### src/hdl/baro_pressure_temperature_compensation_defines.svh
// assertion macros for the barometer compensation block
// used by the top level only, expects clk_i and rst_ni in scope
`ifndef BARO_PRESSURE_TEMPERATURE_COMPENSATION_DEFINES_SVH
`define BARO_PRESSURE_TEMPERATURE_COMPENSATION_DEFINES_SVH
`ifndef SYNTHESIS
`define BPTC_ASSERT(name, prop) \
  name: assert property (@(posedge clk_i) disable iff (!rst_ni) prop) \
    else $error("bptc assertion failed");
`define BPTC_ASSERT_NEVER(name, cond) \
  name: assert property (@(posedge clk_i) disable iff (!rst_ni) !(cond)) \
    else $error("bptc forbidden condition");
`else
`define BPTC_ASSERT(name, prop)
`define BPTC_ASSERT_NEVER(name, cond)
`endif
`endif

### src/hdl/bptc_pkg.sv
// shared types and constants for the barometer compensation block
// no dependencies
package bptc_pkg;

  localparam int unsigned RawW  = 24;
  localparam int unsigned CalW  = 16;
  localparam int unsigned RatioW = 8;
  localparam int unsigned OutW  = 32;
  localparam int unsigned MulBW = 25;
  localparam int unsigned WideW = 64;
  localparam int unsigned CfgIdxW = 3;

  typedef enum logic [CfgIdxW-1:0] {
    CFG_C1    = 3'd0,
    CFG_C2    = 3'd1,
    CFG_C3    = 3'd2,
    CFG_C4    = 3'd3,
    CFG_C5    = 3'd4,
    CFG_C6    = 3'd5,
    CFG_RATIO = 3'd6
  } cfg_idx_e;

  typedef enum logic [4:0] {
    OP_IDLE,
    OP_CAPTURE,
    OP_MUL_TC,
    OP_MUL_OFF,
    OP_MUL_SENS,
    OP_MUL_DD,
    OP_MUL_F,
    OP_MUL_F2,
    OP_MUL_P,
    OP_WB_T,
    OP_WB_OFF,
    OP_WB_SENS,
    OP_WB_T2,
    OP_WB_F,
    OP_WB_F2,
    OP_WB_P,
    OP_CORR,
    OP_FINISH
  } dp_op_e;

  typedef struct packed {
    dp_op_e op;
  } dp_cmd_t;

  typedef struct packed {
    logic mul_busy;
    logic mul_done;
    logic is_p;
    logic t_low;
    logic t_vlow;
    logic out_free;
  } dp_status_t;

endpackage

### src/hdl/bptc_in_if.sv
// input channel of the barometer compensation block
// depends on bptc_pkg
interface bptc_in_if;
  logic                           valid;
  logic                           ready;
  logic [bptc_pkg::RawW-1:0]      raw_sample;

  modport source (output valid, output raw_sample, input ready);
  modport sink (input valid, input raw_sample, output ready);
endinterface

### src/hdl/bptc_out_if.sv
// result channel of the barometer compensation block
// depends on bptc_pkg
interface bptc_out_if;
  logic                             valid;
  logic                             ready;
  logic                             is_pressure;
  logic signed [bptc_pkg::OutW-1:0] temperature;
  logic signed [bptc_pkg::OutW-1:0] pressure;
  logic                             next_is_pressure;

  modport source (output valid, output is_pressure, output temperature, output pressure,
                  output next_is_pressure, input ready);
  modport sink (input valid, input is_pressure, input temperature, input pressure,
                input next_is_pressure, output ready);
endinterface

### src/hdl/baro_pressure_temperature_compensation.sv
// each multiply runs 25 steps on one shared shift-add unit; a pressure word needs
// only the pressure multiply, a temperature word those for temperature, offset and
// sensitivity, dT squared and a first correction below 20 C, a second below -15 C
// throughput: one word at a time, the next is taken on the edge that loads the result
// register; a result held by the receiver stalls the sequencer and so the input
// reset (async, active low) clears calibration, phase, T/OFF/SENS/P; ratio resets to one
module baro_pressure_temperature_compensation (
  input  logic                           clk_i,
  input  logic                           rst_ni,
  input  logic                           cfg_we_i,
  input  logic [bptc_pkg::CfgIdxW-1:0]   cfg_index_i,
  input  logic [bptc_pkg::CalW-1:0]      cfg_data_i,
  bptc_in_if.sink                        in_i,
  bptc_out_if.source                     out_o
);

`include "baro_pressure_temperature_compensation_defines.svh"

  bptc_pkg::dp_cmd_t    cmd;
  bptc_pkg::dp_status_t status;
  logic                 in_ready;
  logic                 in_accept;

  // input word taken only while the sequencer idles
  assign in_i.ready = in_ready;
  assign in_accept  = in_i.valid && in_ready;

  // sequencer walks dT, temperature, offset, sensitivity, corrections or pressure
  bptc_ctrl u_ctrl (
    .clk_i       (clk_i),
    .rst_ni      (rst_ni),
    .in_accept_i (in_accept),
    .status_i    (status),
    .cmd_o       (cmd),
    .in_ready_o  (in_ready)
  );

  // datapath holds calibration, stored terms and the result register
  bptc_dpath u_dpath (
    .clk_i        (clk_i),
    .rst_ni       (rst_ni),
    .cfg_we_i     (cfg_we_i),
    .cfg_index_i  (cfg_index_i),
    .cfg_data_i   (cfg_data_i),
    .in_accept_i  (in_accept),
    .raw_i        (in_i.raw_sample),
    .out_ready_i  (out_o.ready),
    .cmd_i        (cmd),
    .status_o     (status),
    .out_valid_o  (out_o.valid),
    .out_is_p_o   (out_o.is_pressure),
    .out_temp_o   (out_o.temperature),
    .out_press_o  (out_o.pressure),
    .out_next_p_o (out_o.next_is_pressure)
  );

  // result register must be empty when a finished word is written into it
  `BPTC_ASSERT(a_finish_into_empty, (cmd.op == bptc_pkg::OP_FINISH) |-> !out_o.valid)
  // no new word while the multiplier is still working
  `BPTC_ASSERT_NEVER(a_accept_while_busy, in_accept && status.mul_busy)
  // a finished product is always written back on the next cycle
  `BPTC_ASSERT(a_done_writeback, status.mul_done |=> (cmd.op == bptc_pkg::OP_WB_T ||
    cmd.op == bptc_pkg::OP_WB_OFF || cmd.op == bptc_pkg::OP_WB_SENS ||
    cmd.op == bptc_pkg::OP_WB_T2 || cmd.op == bptc_pkg::OP_WB_F ||
    cmd.op == bptc_pkg::OP_WB_F2 || cmd.op == bptc_pkg::OP_WB_P))

endmodule

### src/hdl/bptc_ctrl.sv
// sequencer for the compensation datapath
// depends on bptc_pkg
module bptc_ctrl (
  input  logic                 clk_i,
  input  logic                 rst_ni,
  input  logic                 in_accept_i,
  input  bptc_pkg::dp_status_t status_i,
  output bptc_pkg::dp_cmd_t    cmd_o,
  output logic                 in_ready_o
);

  typedef enum logic [3:0] {
    S_IDLE, S_CAPT, S_TC_W, S_OFF, S_OFF_W, S_SENS, S_SENS_W, S_DD, S_DD_W,
    S_F, S_F_W, S_F2, S_F2_W, S_CORR, S_FIN, S_P_W
  } state_e;

  state_e           state_q;
  bptc_pkg::dp_op_e op_q;

  assign cmd_o.op   = op_q;
  assign in_ready_o = (state_q == S_IDLE);

  always_ff @(posedge clk_i or negedge rst_ni) begin
    if (!rst_ni) begin
      state_q <= S_IDLE;
      op_q    <= bptc_pkg::OP_IDLE;
    end else begin
      op_q <= bptc_pkg::OP_IDLE;
      unique case (state_q)
        S_IDLE: begin
          if (in_accept_i) begin
            op_q    <= bptc_pkg::OP_CAPTURE;
            state_q <= S_CAPT;
          end
        end
        S_CAPT: begin
          if (status_i.is_p) begin
            op_q    <= bptc_pkg::OP_MUL_P;
            state_q <= S_P_W;
          end else begin
            op_q    <= bptc_pkg::OP_MUL_TC;
            state_q <= S_TC_W;
          end
        end
        S_TC_W: begin
          if (status_i.mul_done) begin
            op_q    <= bptc_pkg::OP_WB_T;
            state_q <= S_OFF;
          end
        end
        S_OFF: begin
          op_q    <= bptc_pkg::OP_MUL_OFF;
          state_q <= S_OFF_W;
        end
        S_OFF_W: begin
          if (status_i.mul_done) begin
            op_q    <= bptc_pkg::OP_WB_OFF;
            state_q <= S_SENS;
          end
        end
        S_SENS: begin
          op_q    <= bptc_pkg::OP_MUL_SENS;
          state_q <= S_SENS_W;
        end
        S_SENS_W: begin
          if (status_i.mul_done) begin
            op_q    <= bptc_pkg::OP_WB_SENS;
            state_q <= status_i.t_low ? S_DD : S_FIN;
          end
        end
        S_DD: begin
          op_q    <= bptc_pkg::OP_MUL_DD;
          state_q <= S_DD_W;
        end
        S_DD_W: begin
          if (status_i.mul_done) begin
            op_q    <= bptc_pkg::OP_WB_T2;
            state_q <= S_F;
          end
        end
        S_F: begin
          op_q    <= bptc_pkg::OP_MUL_F;
          state_q <= S_F_W;
        end
        S_F_W: begin
          if (status_i.mul_done) begin
            op_q    <= bptc_pkg::OP_WB_F;
            state_q <= status_i.t_vlow ? S_F2 : S_CORR;
          end
        end
        S_F2: begin
          op_q    <= bptc_pkg::OP_MUL_F2;
          state_q <= S_F2_W;
        end
        S_F2_W: begin
          if (status_i.mul_done) begin
            op_q    <= bptc_pkg::OP_WB_F2;
            state_q <= S_CORR;
          end
        end
        S_CORR: begin
          op_q    <= bptc_pkg::OP_CORR;
          state_q <= S_FIN;
        end
        S_FIN: begin
          if (status_i.out_free) begin
            op_q    <= bptc_pkg::OP_FINISH;
            state_q <= S_IDLE;
          end
        end
        S_P_W: begin
          if (status_i.mul_done) begin
            op_q    <= bptc_pkg::OP_WB_P;
            state_q <= S_FIN;
          end
        end
        default: state_q <= S_IDLE;
      endcase
    end
  end

endmodule

### src/hdl/bptc_dpath.sv
// compensation datapath: calibration registers, shift-add multiplier, terms
// depends on bptc_pkg
module bptc_dpath (
  input  logic                                   clk_i,
  input  logic                                   rst_ni,
  input  logic                                   cfg_we_i,
  input  logic [bptc_pkg::CfgIdxW-1:0]           cfg_index_i,
  input  logic [bptc_pkg::CalW-1:0]              cfg_data_i,
  input  logic                                   in_accept_i,
  input  logic [bptc_pkg::RawW-1:0]              raw_i,
  input  logic                                   out_ready_i,
  input  bptc_pkg::dp_cmd_t                      cmd_i,
  output bptc_pkg::dp_status_t                   status_o,
  output logic                                   out_valid_o,
  output logic                                   out_is_p_o,
  output logic signed [bptc_pkg::OutW-1:0]       out_temp_o,
  output logic signed [bptc_pkg::OutW-1:0]       out_press_o,
  output logic                                   out_next_p_o
);

  localparam int unsigned WW = bptc_pkg::WideW;
  localparam int unsigned BW = bptc_pkg::MulBW;
  localparam int unsigned CntW = $clog2(BW);

  logic [bptc_pkg::CalW-1:0]   c1_q, c2_q, c3_q, c4_q, c5_q, c6_q;
  logic [bptc_pkg::RatioW-1:0] ratio_q, phase_q, phase_next;

  logic [bptc_pkg::RawW-1:0]   raw_q;
  logic signed [BW-1:0]        dt_q;
  logic signed [bptc_pkg::OutW-1:0] temp_q, t2_q, press_q;
  logic signed [WW-1:0]        off_q, sens_q, off2_q, sens2_q;

  // shift-add multiplier
  logic signed [WW-1:0]        acc_q, ma_q;
  logic [BW-1:0]               mb_q;
  logic [CntW-1:0]             cnt_q;
  logic                        busy_q, done_q;
  logic                        mul_start;
  logic signed [WW-1:0]        mul_a;
  logic signed [BW-1:0]        mul_b;

  logic signed [bptc_pkg::OutW-1:0] tm, tp;
  logic signed [WW-1:0] prod, f5, f7, f11, pwide;

  logic out_valid_q, out_is_p_q, out_next_p_q;
  logic signed [bptc_pkg::OutW-1:0] out_temp_q, out_press_q;

  assign tm   = temp_q - 32'sd2000;
  assign tp   = temp_q + 32'sd1500;
  assign prod = acc_q;
  assign f5   = (prod <<< 2) + prod;
  assign f7   = (prod <<< 3) - prod;
  assign f11  = (prod <<< 3) + (prod <<< 1) + prod;
  assign pwide = ((prod >>> 21) - off_q) >>> 15;

  assign phase_next = (phase_q >= ratio_q) ? '0 : phase_q + 8'd1;

  always_comb begin
    mul_start = 1'b1;
    mul_a     = '0;
    mul_b     = '0;
    case (cmd_i.op)
      bptc_pkg::OP_MUL_TC: begin
        mul_a = $signed({{(WW-bptc_pkg::CalW){1'b0}}, c6_q});
        mul_b = dt_q;
      end
      bptc_pkg::OP_MUL_OFF: begin
        mul_a = $signed({{(WW-bptc_pkg::CalW){1'b0}}, c4_q});
        mul_b = dt_q;
      end
      bptc_pkg::OP_MUL_SENS: begin
        mul_a = $signed({{(WW-bptc_pkg::CalW){1'b0}}, c3_q});
        mul_b = dt_q;
      end
      bptc_pkg::OP_MUL_DD: begin
        mul_a = {{(WW-BW){dt_q[BW-1]}}, dt_q};
        mul_b = dt_q;
      end
      bptc_pkg::OP_MUL_F: begin
        mul_a = {{(WW-BW){tm[BW-1]}}, tm[BW-1:0]};
        mul_b = tm[BW-1:0];
      end
      bptc_pkg::OP_MUL_F2: begin
        mul_a = {{(WW-BW){tp[BW-1]}}, tp[BW-1:0]};
        mul_b = tp[BW-1:0];
      end
      bptc_pkg::OP_MUL_P: begin
        mul_a = sens_q;
        mul_b = $signed({1'b0, raw_q});
      end
      default: mul_start = 1'b0;
    endcase
  end

  always_ff @(posedge clk_i or negedge rst_ni) begin
    if (!rst_ni) begin
      busy_q <= 1'b0;
      done_q <= 1'b0;
      cnt_q  <= '0;
    end else begin
      done_q <= 1'b0;
      if (mul_start) begin
        busy_q <= 1'b1;
        cnt_q  <= '0;
      end else if (busy_q) begin
        cnt_q <= cnt_q + 1'b1;
        if (cnt_q == CntW'(BW - 1)) begin
          busy_q <= 1'b0;
          done_q <= 1'b1;
        end
      end
    end
  end

  // the last step carries the sign bit of the multiplier operand
  always_ff @(posedge clk_i) begin
    if (mul_start) begin
      acc_q <= '0;
      ma_q  <= mul_a;
      mb_q  <= mul_b;
    end else if (busy_q) begin
      if (mb_q[0]) begin
        if (cnt_q == CntW'(BW - 1)) acc_q <= acc_q - ma_q;
        else acc_q <= acc_q + ma_q;
      end
      ma_q <= ma_q <<< 1;
      mb_q <= mb_q >> 1;
    end
  end

  always_ff @(posedge clk_i) begin
    if (in_accept_i) raw_q <= raw_i;
    case (cmd_i.op)
      bptc_pkg::OP_CAPTURE: dt_q <= $signed({1'b0, raw_q}) - $signed({1'b0, c5_q, 8'h00});
      bptc_pkg::OP_WB_T2:   t2_q <= bptc_pkg::OutW'(prod >>> 31);
      bptc_pkg::OP_WB_F: begin
        off2_q  <= f5 >>> 1;
        sens2_q <= f5 >>> 2;
      end
      bptc_pkg::OP_WB_F2: begin
        off2_q  <= off2_q + f7;
        sens2_q <= sens2_q + (f11 >>> 1);
      end
      default: ;
    endcase
  end

  always_ff @(posedge clk_i or negedge rst_ni) begin
    if (!rst_ni) begin
      c1_q <= '0; c2_q <= '0; c3_q <= '0; c4_q <= '0; c5_q <= '0; c6_q <= '0;
      ratio_q <= 8'd1;
      phase_q <= '0;
      temp_q  <= '0;
      off_q   <= '0;
      sens_q  <= '0;
      press_q <= '0;
      out_valid_q  <= 1'b0;
      out_is_p_q   <= 1'b0;
      out_next_p_q <= 1'b0;
      out_temp_q   <= '0;
      out_press_q  <= '0;
    end else begin
      if (cfg_we_i) begin
        unique case (cfg_index_i)
          bptc_pkg::CFG_C1:    c1_q <= cfg_data_i;
          bptc_pkg::CFG_C2:    c2_q <= cfg_data_i;
          bptc_pkg::CFG_C3:    c3_q <= cfg_data_i;
          bptc_pkg::CFG_C4:    c4_q <= cfg_data_i;
          bptc_pkg::CFG_C5:    c5_q <= cfg_data_i;
          bptc_pkg::CFG_C6:    c6_q <= cfg_data_i;
          bptc_pkg::CFG_RATIO: ratio_q <= cfg_data_i[bptc_pkg::RatioW-1:0];
          default: ;
        endcase
      end
      if (out_valid_q && out_ready_i) out_valid_q <= 1'b0;
      case (cmd_i.op)
        bptc_pkg::OP_WB_T:    temp_q <= 32'sd2000 + bptc_pkg::OutW'(prod >>> 23);
        bptc_pkg::OP_WB_OFF:  off_q <= $signed({{(WW-bptc_pkg::CalW-16){1'b0}}, c2_q, 16'h0})
                                       + (prod >>> 7);
        bptc_pkg::OP_WB_SENS: sens_q <= $signed({{(WW-bptc_pkg::CalW-15){1'b0}}, c1_q, 15'h0})
                                        + (prod >>> 8);
        bptc_pkg::OP_CORR: begin
          temp_q <= temp_q - t2_q;
          off_q  <= off_q - off2_q;
          sens_q <= sens_q - sens2_q;
        end
        bptc_pkg::OP_WB_P: press_q <= pwide[bptc_pkg::OutW-1:0];
        bptc_pkg::OP_FINISH: begin
          out_valid_q  <= 1'b1;
          out_is_p_q   <= (phase_q != '0);
          out_temp_q   <= temp_q;
          out_press_q  <= press_q;
          out_next_p_q <= (phase_next != '0);
          phase_q      <= phase_next;
        end
        default: ;
      endcase
    end
  end

  assign status_o.mul_busy = busy_q;
  assign status_o.mul_done = done_q;
  assign status_o.is_p     = (phase_q != '0);
  assign status_o.t_low    = (temp_q < 32'sd2000);
  assign status_o.t_vlow   = (temp_q < -32'sd1500);
  assign status_o.out_free = !out_valid_q || out_ready_i;

  assign out_valid_o  = out_valid_q;
  assign out_is_p_o   = out_is_p_q;
  assign out_temp_o   = out_temp_q;
  assign out_press_o  = out_press_q;
  assign out_next_p_o = out_next_p_q;

endmodule

### src/flat_wrapper.sv
// flat-port wrapper written by rule: the top's interface ports become plain ports
module baro_pressure_temperature_compensation_flat 
  (clk_i, rst_ni, cfg_we_i, cfg_index_i, cfg_data_i, in_i_valid, in_i_raw_sample, in_i_ready, out_o_valid, out_o_is_pressure, out_o_temperature, out_o_pressure, out_o_next_is_pressure, out_o_ready);
  bptc_in_if in_i_i ();
  bptc_out_if out_o_i ();
  input  logic clk_i;
  input  logic rst_ni;
  input  logic cfg_we_i;
  input  logic [bptc_pkg::CfgIdxW-1:0] cfg_index_i;
  input  logic [bptc_pkg::CalW-1:0] cfg_data_i;
  input wire logic [$bits(in_i_i.valid)-1:0] in_i_valid;
  input wire logic [$bits(in_i_i.raw_sample)-1:0] in_i_raw_sample;
  output wire logic [$bits(in_i_i.ready)-1:0] in_i_ready;
  output wire logic [$bits(out_o_i.valid)-1:0] out_o_valid;
  output wire logic [$bits(out_o_i.is_pressure)-1:0] out_o_is_pressure;
  output wire logic [$bits(out_o_i.temperature)-1:0] out_o_temperature;
  output wire logic [$bits(out_o_i.pressure)-1:0] out_o_pressure;
  output wire logic [$bits(out_o_i.next_is_pressure)-1:0] out_o_next_is_pressure;
  input wire logic [$bits(out_o_i.ready)-1:0] out_o_ready;
  assign in_i_i.valid = in_i_valid;
  assign in_i_i.raw_sample = in_i_raw_sample;
  assign in_i_ready = in_i_i.ready;
  assign out_o_valid = out_o_i.valid;
  assign out_o_is_pressure = out_o_i.is_pressure;
  assign out_o_temperature = out_o_i.temperature;
  assign out_o_pressure = out_o_i.pressure;
  assign out_o_next_is_pressure = out_o_i.next_is_pressure;
  assign out_o_i.ready = out_o_ready;
  baro_pressure_temperature_compensation u_core (.clk_i(clk_i), .rst_ni(rst_ni), .cfg_we_i(cfg_we_i), .cfg_index_i(cfg_index_i), .cfg_data_i(cfg_data_i), .in_i(in_i_i), .out_o(out_o_i));
endmodule
### config.mk
export PLATFORM = sky130hd
export DESIGN_NAME = baro_pressure_temperature_compensation_flat
export DESIGN_NICKNAME = d
export VERILOG_FILES = /design/src/hdl/bptc_pkg.sv /design/src/hdl/bptc_in_if.sv /design/src/hdl/bptc_out_if.sv /design/src/hdl/baro_pressure_temperature_compensation.sv /design/src/hdl/bptc_ctrl.sv /design/src/hdl/bptc_dpath.sv /design/src/flat_wrapper.sv
export VERILOG_INCLUDE_DIRS = /design/src /design/src/hdl
export SDC_FILE = /design/constraint.sdc
export NUM_CORES = 2
export LEC_CHECK = 0
export ABC_CLOCK_PERIOD_IN_PS = 9150
export BUFFER_PORTS_ARGS = -buffer_cell sky130_fd_sc_hd__buf_2
export CELL_PAD_IN_SITES_DETAIL_PLACEMENT = 1
export CELL_PAD_IN_SITES_GLOBAL_PLACEMENT = 1
export CORE_MARGIN = 4
export CORE_UTILIZATION = 46
export DETAILED_ROUTE_END_ITERATION = 6
export PLACE_DENSITY_LB_ADDON = 0.1
export SLEW_MARGIN = 10
export SYNTH_ARGS = -nofsm -noshare
export SYNTH_HDL_FRONTEND = slang
export SYNTH_SLANG_ARGS = --single-unit
### constraint.sdc
create_clock -name clk_i -period 9.15 [get_ports clk_i]
set_clock_uncertainty 0.15 [all_clocks]
set_input_delay 2.745 -clock clk_i [delete_from_list [all_inputs] [get_ports clk_i]]
set_output_delay 2.745 -clock clk_i [all_outputs]
set_load 0.01 [all_outputs]
**Word level (Yosys, flattened, before mapping)**

Cells that the tools add are included.

- Flip-flop bits (word level): 749
- Input port bits: 48
- Output and inout bits: 68
- Logic and storage cells: 174

- $add $sub $neg: 20
- Order comparisons: 3
- Eq/ne operators: 48
- Multiplexer cells: 48
- Reductions and logical operators: 25

Operators with widths:

| kind | number |
|---|---|
| one-hot mux 64 bit (2 select lines) | 4 |
| one-hot mux 64 bit (7 select lines) | 1 |
| adder 64 bit | 5 |
| subtractor 64 bit | 4 |
| two-way mux 64 bit | 3 |
| one-hot mux 25 bit (4 select lines) | 1 |
| one-hot mux 5 bit (16 select lines) | 1 |
| two-way mux 4 bit | 19 |
| adder 64 x 63 -> 64 bit | 1 |
| less-than comparator 32 x 12 -> 1 bit (second input constant) | 2 |
| one-hot mux 32 bit (2 select lines) | 1 |
| one-hot mux 4 bit (16 select lines) | 1 |
| adder 33 x 57 -> 58 bit | 1 |
| adder 32 x 56 -> 57 bit | 1 |
| two-way mux 25 bit | 2 |
| subtractor 43 x 47 -> 47 bit | 1 |
| equality test 5 x 4 -> 1 bit (second input constant) | 8 |
| adder 12 x 32 -> 32 bit (first input constant) | 1 |
| equality test 4 bit (second input constant) | 8 |
| subtractor 32 bit | 1 |
| adder 25 x 12 -> 25 bit (second input constant) | 1 |
| subtractor 24 x 24 -> 25 bit | 1 |
| subtractor 25 x 12 -> 25 bit (second input constant) | 1 |
| equality test 5 x 3 -> 1 bit (second input constant) | 4 |
| other kinds (29) | 71 |

**Logic depth before layout (Yosys ltp)**

- Word-level depth: 4
- Gate-level depth with buffers: 29
- Mapped depth without buffers: 29

**By module**

From an unflattened synthesis, not the netlist that was laid out.

- Cells, all modules: 7240
- Area, all modules: 62423.6 um^2

Modules (own cells, without submodules):

| module | instances | cells each | area an instance (um^2) | sequential area each (um^2) |
|---|---|---|---|---|
| bptc_dpath | 1 | 7162 | 61760.5 | 18754.2 |
| bptc_ctrl | 1 | 77 | 656.9 | 225.2 |
| baro_pressure_temperature_compensation | 1 | 1 | 6.3 | 0.0 |

**Least setup slack after synthesis**

Ideal clock, no wire load.

- Kind: register to register
- From: reg u_core.u_ctrl.op_q[1], in the netlist u_core.u_ctrl.cmd_o[1]
- To: reg u_core.u_dpath.off2_q[0], enable pin
- Setup time: 0.618 ns
- Data arrival time: 6.108 ns
- Data required time: 8.382 ns
- Slack: 2.275 ns
- Stages on the path, launching flop included: 4
- Path buffers: 1
- Period minus slack after synthesis: 6.875 ns
- Cell sequence: dfrtp_1 -> clkbuf_1 -> nand2b_1 -> a21oi_1

- Longest elaborated chain between the ends: 2
- Elaborated cells between the ends (all ways): 3
- Those cells by class: eq/ne (2); reduce/logical (1)

Ends and longest elaborated chain:

| item | RTL line | source |
|---|---|---|
| start, declared | bptc_ctrl.sv:18 | `bptc_pkg::dp_op_e op_q;` |
| start signal, assigned | bptc_ctrl.sv:26 | `op_q <= bptc_pkg::OP_IDLE;` |
| start signal, assigned | bptc_ctrl.sv:28 | `op_q <= bptc_pkg::OP_IDLE;` |
| start signal, assigned | bptc_ctrl.sv:32 | `op_q <= bptc_pkg::OP_CAPTURE;` |
| equality test 5 x 4 -> 1 bit | bptc_dpath.sv:133 | `case (cmd_i.op)` |
| nonzero test 2 bit (no source line) * | -- |  |
| end signal, assigned | bptc_dpath.sv:137 | `off2_q <= f5 >>> 1;` |
| end signal, assigned | bptc_dpath.sv:141 | `off2_q <= off2_q + f7;` |
| end, declared | bptc_dpath.sv:31 | `logic signed [WW-1:0] off_q, sens_q, off2_q, sens2_q;` |

Every way passes the cells marked *; elsewhere a longest branch is shown, timed or not.
A chain may end at the register's enable or synchronous reset.

**Worst setup path in the final report**

- From: reg u_core.u_dpath.acc_q[3]
- To: reg u_core.u_dpath.sens2_q[55], data pin

- Longest elaborated chain between the ends: 4
- Elaborated cells between the ends (all ways): 5
- Those cells by class: add/sub (4); mux (1)

Ends and longest elaborated chain:

| item | RTL line | source |
|---|---|---|
| start, declared | bptc_dpath.sv:34 | `logic signed [WW-1:0] acc_q, ma_q;` |
| start signal, assigned | bptc_dpath.sv:123 | `if (cnt_q == CntW'(BW - 1)) acc_q <= acc_q - ma_q;` |
| start signal, assigned | bptc_dpath.sv:124 | `else acc_q <= acc_q + ma_q;` |
| adder 64 bit (2 in a row) | bptc_dpath.sv:53 | `assign f11 = (prod <<< 3) + (prod <<< 1) + prod;` |
| adder 64 x 63 -> 64 bit | bptc_dpath.sv:142 | `sens2_q <= sens2_q + (f11 >>> 1);` |
| one-hot mux 64 bit (2 select lines) * | bptc_dpath.sv:133 |  |
| end signal, assigned | bptc_dpath.sv:138 | `sens2_q <= f5 >>> 2;` |
| end signal, assigned | bptc_dpath.sv:142 |  |
| end, declared | bptc_dpath.sv:31 |  |

Marks and branches as above.

==> summary.md <==
| Metric | Value |
|---|---|
| Design area | `67,700 sq um` |
| Growth of design area from synthesis to finish | `9.47%` |
| Setup Crit Path Kind | `flip-flop to flip-flop` |
| Buffer count from post-CTS setup fixing | `0` |
| Wirelength, routed | `241,000 microns` |
| Total power density per cell area | `471 nW/um^2` |
| Arrival time of data at the critical path endpoint | `8.60 ns` |
| Synthesized cell area | `61,900 sq um` |
| Final GP Congestion | `0.977` |
| Pre-Repair DR Iteration Count | `5` |
| Total clock sinks | `715` |
| Top library cells by usage in the layout, fill and taps aside | `708 x nand2_1, 677 x a21oi_1, 556 x ha_1, 544 x o21ai_0, 499 x inv_1` |
| Final Instance Count excl. Fillers | `9,069` |
| Share of synthesized registers carrying an async set or reset | `0.517` |
| Net count of the finished layout | `7,937` |
| Path class of the lowest-slack min-delay path | `flip-flop to flip-flop` |
| Instance count after placement with tap cells included | `8,894` |
| Setup crit start kind | `flip-flop` |
| Overflow left after global routing | `0` |
| Worst-case clock buffer depth | `3` |
| RSZ-0062 raised after global routing | `no` |
| H-Tree Level Count | `3` |
| Minimum hold slack | `0.302 ns` |
| Leakage | `30.8 nW` |
| Register Area | `19,000 sq um` |
| Largest stage delay on the critical path | `0.68 ns` |
| Clock input transition at the sequential cells of the worst setup and hold paths | `0.06 ns` |
| Leading cell type in the layout, fill and taps excluded | `nand2_1` |
| Highest ir drop seen on vdd | `0.000342 V` |
| Number of hold violations in the final report | `0` |
| Fraction of final layout cells with drive strength greater than 1 | `0.0822` |
| First-iteration detailed-routing DRC count | `5,292` |
| Final total power | `31.9 mW` |
| Gate count after technology mapping | `7,227` |
| Clock buffers created by TritonCTS | `91` |
| Avg Synthesized Cell Area | `8.56 sq um` |
| Largest net degree at the start of global routing | `129` |
| Register area share after synthesis | `0.307` |
| Overall die height | `375 microns` |
| Setup Viol. Count Final | `0` |
| Count of instances resized after the clock tree is built | `0` |
| Final sum of negative setup slack | `0 ns` |
| Number of distinct library cell variants in the gate-level netlist after synthesis | `91` |
| Final Max Slew Viols | `0` |
| Number of enable-type register cells in the synthesized netlist | `281` |
| Global-route wire length before repair | `362,000 microns` |
| Worst path setup slack after routing | `0.826 ns` |
| Gate family responsible for the most delay along the worst path | `compound AO/OA/AOI/OAI gates` |
| GRT Util Overall | `0.334` |
| Pre-CTS worst setup slack | `1.10 ns` |
| Minimum clock period | `8.32 ns` |
| Post-layout util | `0.507` |
| Req. time, crit path | `9.42 ns` |
| Relative slew slack | `0.224` |
| MaxCap Viol Count | `0` |
| Final worst path period share | `0.910` |
| Count of pins on the block boundary | `116` |
| Syn nets | `7,945` |
| Count of input and output buffers | `115` |
| Number of placement rows | `134` |
| Detailed Place HPWL | `189,000 microns` |
| Post-placement cell area | `64,400 sq um` |
| Most numerous cell on the critical path | `o21ai_0` |
| Maximum net fanout on the critical path | `9` |
| Post-detailed-route wirelength per cell | `26.6 microns` |
| Number of antenna violations at the first check in global routing | `7` |
| Result of the run | `finished, final reports clean` |
| Number of synthesized register bits | `715` |
| Core area | `133,000 sq um` |
| Buffer cell driving the clock tree root | `clkbuf_16` |
| Area occupied by multi-input gates | `40,000 sq um` |
| Commonest register cell after synthesis | `dfrtp_1` |
| Slowest library cell on the worst path | `o41ai_1` |
| Number of warnings printed during yosys synthesis | `0` |
| Upper clock frequency limit | `120 MHz` |
| Starting Density | `0.463` |
| Vias per cell | `6.25` |
| Buffers and inverters on the worst path | `2` |
| CTS tree | `done` |
| Remaining antenna violation count after routing | `0` |
| Number of buffers inserted by hold repair at cts | `0` |
| Die width | `375 microns` |
| # fillers | `15,600` |
| Skew-Pair Late Insertion Delay | `0.74 ns` |
| Number of global-route vias before repair | `57,200` |
| Critical Path Sink Type | `flip-flop` |
| DRC violation count after routing | `0` |
| Die outline area | `140,000 sq um` |
| Worst Max-Slew Pin Slew | `1.16 ns` |
| Routed via count | `56,600` |
==> worst paths after layout <==
| check | start | depth (start not counted) | slack (ns) | end |
|---|---|---|---|---|
| setup / recovery | u_core.u_dpath.acc_q[3] | 29 | 0.83 | u_core.u_dpath.sens2_q[55] |
| hold / removal | u_core.u_dpath.raw_q[2] | 0 | 0.30 | u_core.u_dpath.dt_q[2] |
| setup reg to reg | u_core.u_dpath.acc_q[3] | 29 | 0.83 | u_core.u_dpath.sens2_q[55] |
| hold reg to reg | u_core.u_dpath.raw_q[2] | 0 | 0.30 | u_core.u_dpath.dt_q[2] |
| max in group asynchronous | rst_ni | 3 | 5.42 | u_core.u_dpath.press_q[25] |
| min in group asynchronous | rst_ni | 1 | 1.79 | u_core.u_dpath.ratio_q[7] |
==> cell families after synthesis <==
group | Yosys count | share of synthesized area
AO/OA/AOI/OAI | 2321 | 0.234
AND/OR/NAND/NOR | 1933 | 0.145
buffers and inverters | 820 | 0.0499
flip-flops | 715 | 0.307
adder cells (fa/ha/maj) | 670 | 0.149
XOR/XNOR | 613 | 0.0871
multiplexers | 155 | 0.0280
==> power by group <==
part           internal, mW  switching [mW]  leakage (nW)
clock                  2.36            1.64          1.61
combinational          8.34            13.7          21.4
sequential             4.55            1.31          7.83
==> registers in the layout, summed over array words and instances, names as in the netlist, 8 cells and up <==
signal	flops
u_core.u_dpath.temp_q	32
u_core.u_dpath.raw_q	24
u_core.u_dpath.off_q	47
u_core.u_dpath.c3_q	16
u_core.u_dpath.ratio_q	8
u_core.u_dpath.mb_q	25
u_core.u_dpath.c2_q	16
u_core.u_dpath.out_temp_o	32
u_core.u_dpath.acc_q	64
u_core.u_dpath.ma_q	64
u_core.u_dpath.out_press_o	32
u_core.u_dpath.c1_q	16
u_core.u_dpath.c5_q	16
u_core.u_dpath.sens_q	64
u_core.u_dpath.c4_q	16
u_core.u_dpath.off2_q	47
u_core.u_dpath.t2_q	32
u_core.u_dpath.dt_q	25
u_core.u_dpath.c6_q	16
u_core.u_dpath.press_q	32
u_core.u_dpath.phase_q	8
u_core.u_dpath.sens2_q	64
==> layer usage <==
metal	global-route usage	vias to the layer above	part of all wire
met4	0.0845	2	0.027
li1	-	26000	-
met3	0.0458	296	0.069
met2	0.513	1739	0.43
met1	0.495	28600	0.47
met5	0	-	0.000054
==> Yosys cell counts (all sizes together) (32+ instances only) <==
library cell,instances,area share
o21a,57,0.0069
nand3,165,0.013
nand2,710,0.043
nor3,114,0.0094
ha,556,0.11
inv,499,0.030
o211ai,56,0.0069
dfxtp,64,0.021
nor2,466,0.028
a211oi,67,0.0081
o21ai,549,0.044
mux2,145,0.026
edfxtp,281,0.14
fa,114,0.037
a221oi,32,0.0045
nor2b,78,0.0079
o21bai,73,0.0089
or3,44,0.0046
a21oi,678,0.055
and3,72,0.0073
a22oi,66,0.0080
clkbuf,295,0.018
a31oi,110,0.011
o31ai,49,0.0059
xor2,257,0.036
nand2b,59,0.0060
dfrtp,369,0.15
and2,35,0.0035
nand4,91,0.0092
xnor2,355,0.050
a21o,320,0.039
o22ai,56,0.0057
==> layout make-up <==
type | count | area share
diodes | 4 | 0.000148
clock buffers | 117 | 0.0372
clock inverters | 54 | 0.0114
inverters | 500 | 0.0277
multi-input cells | 5692 | 0.590
flip-flops and latches | 715 | 0.280
well taps | 1768 | 0.0327
repair buffers | 219 | 0.0205
Note: power is estimated with default switching activity, not from simulation.
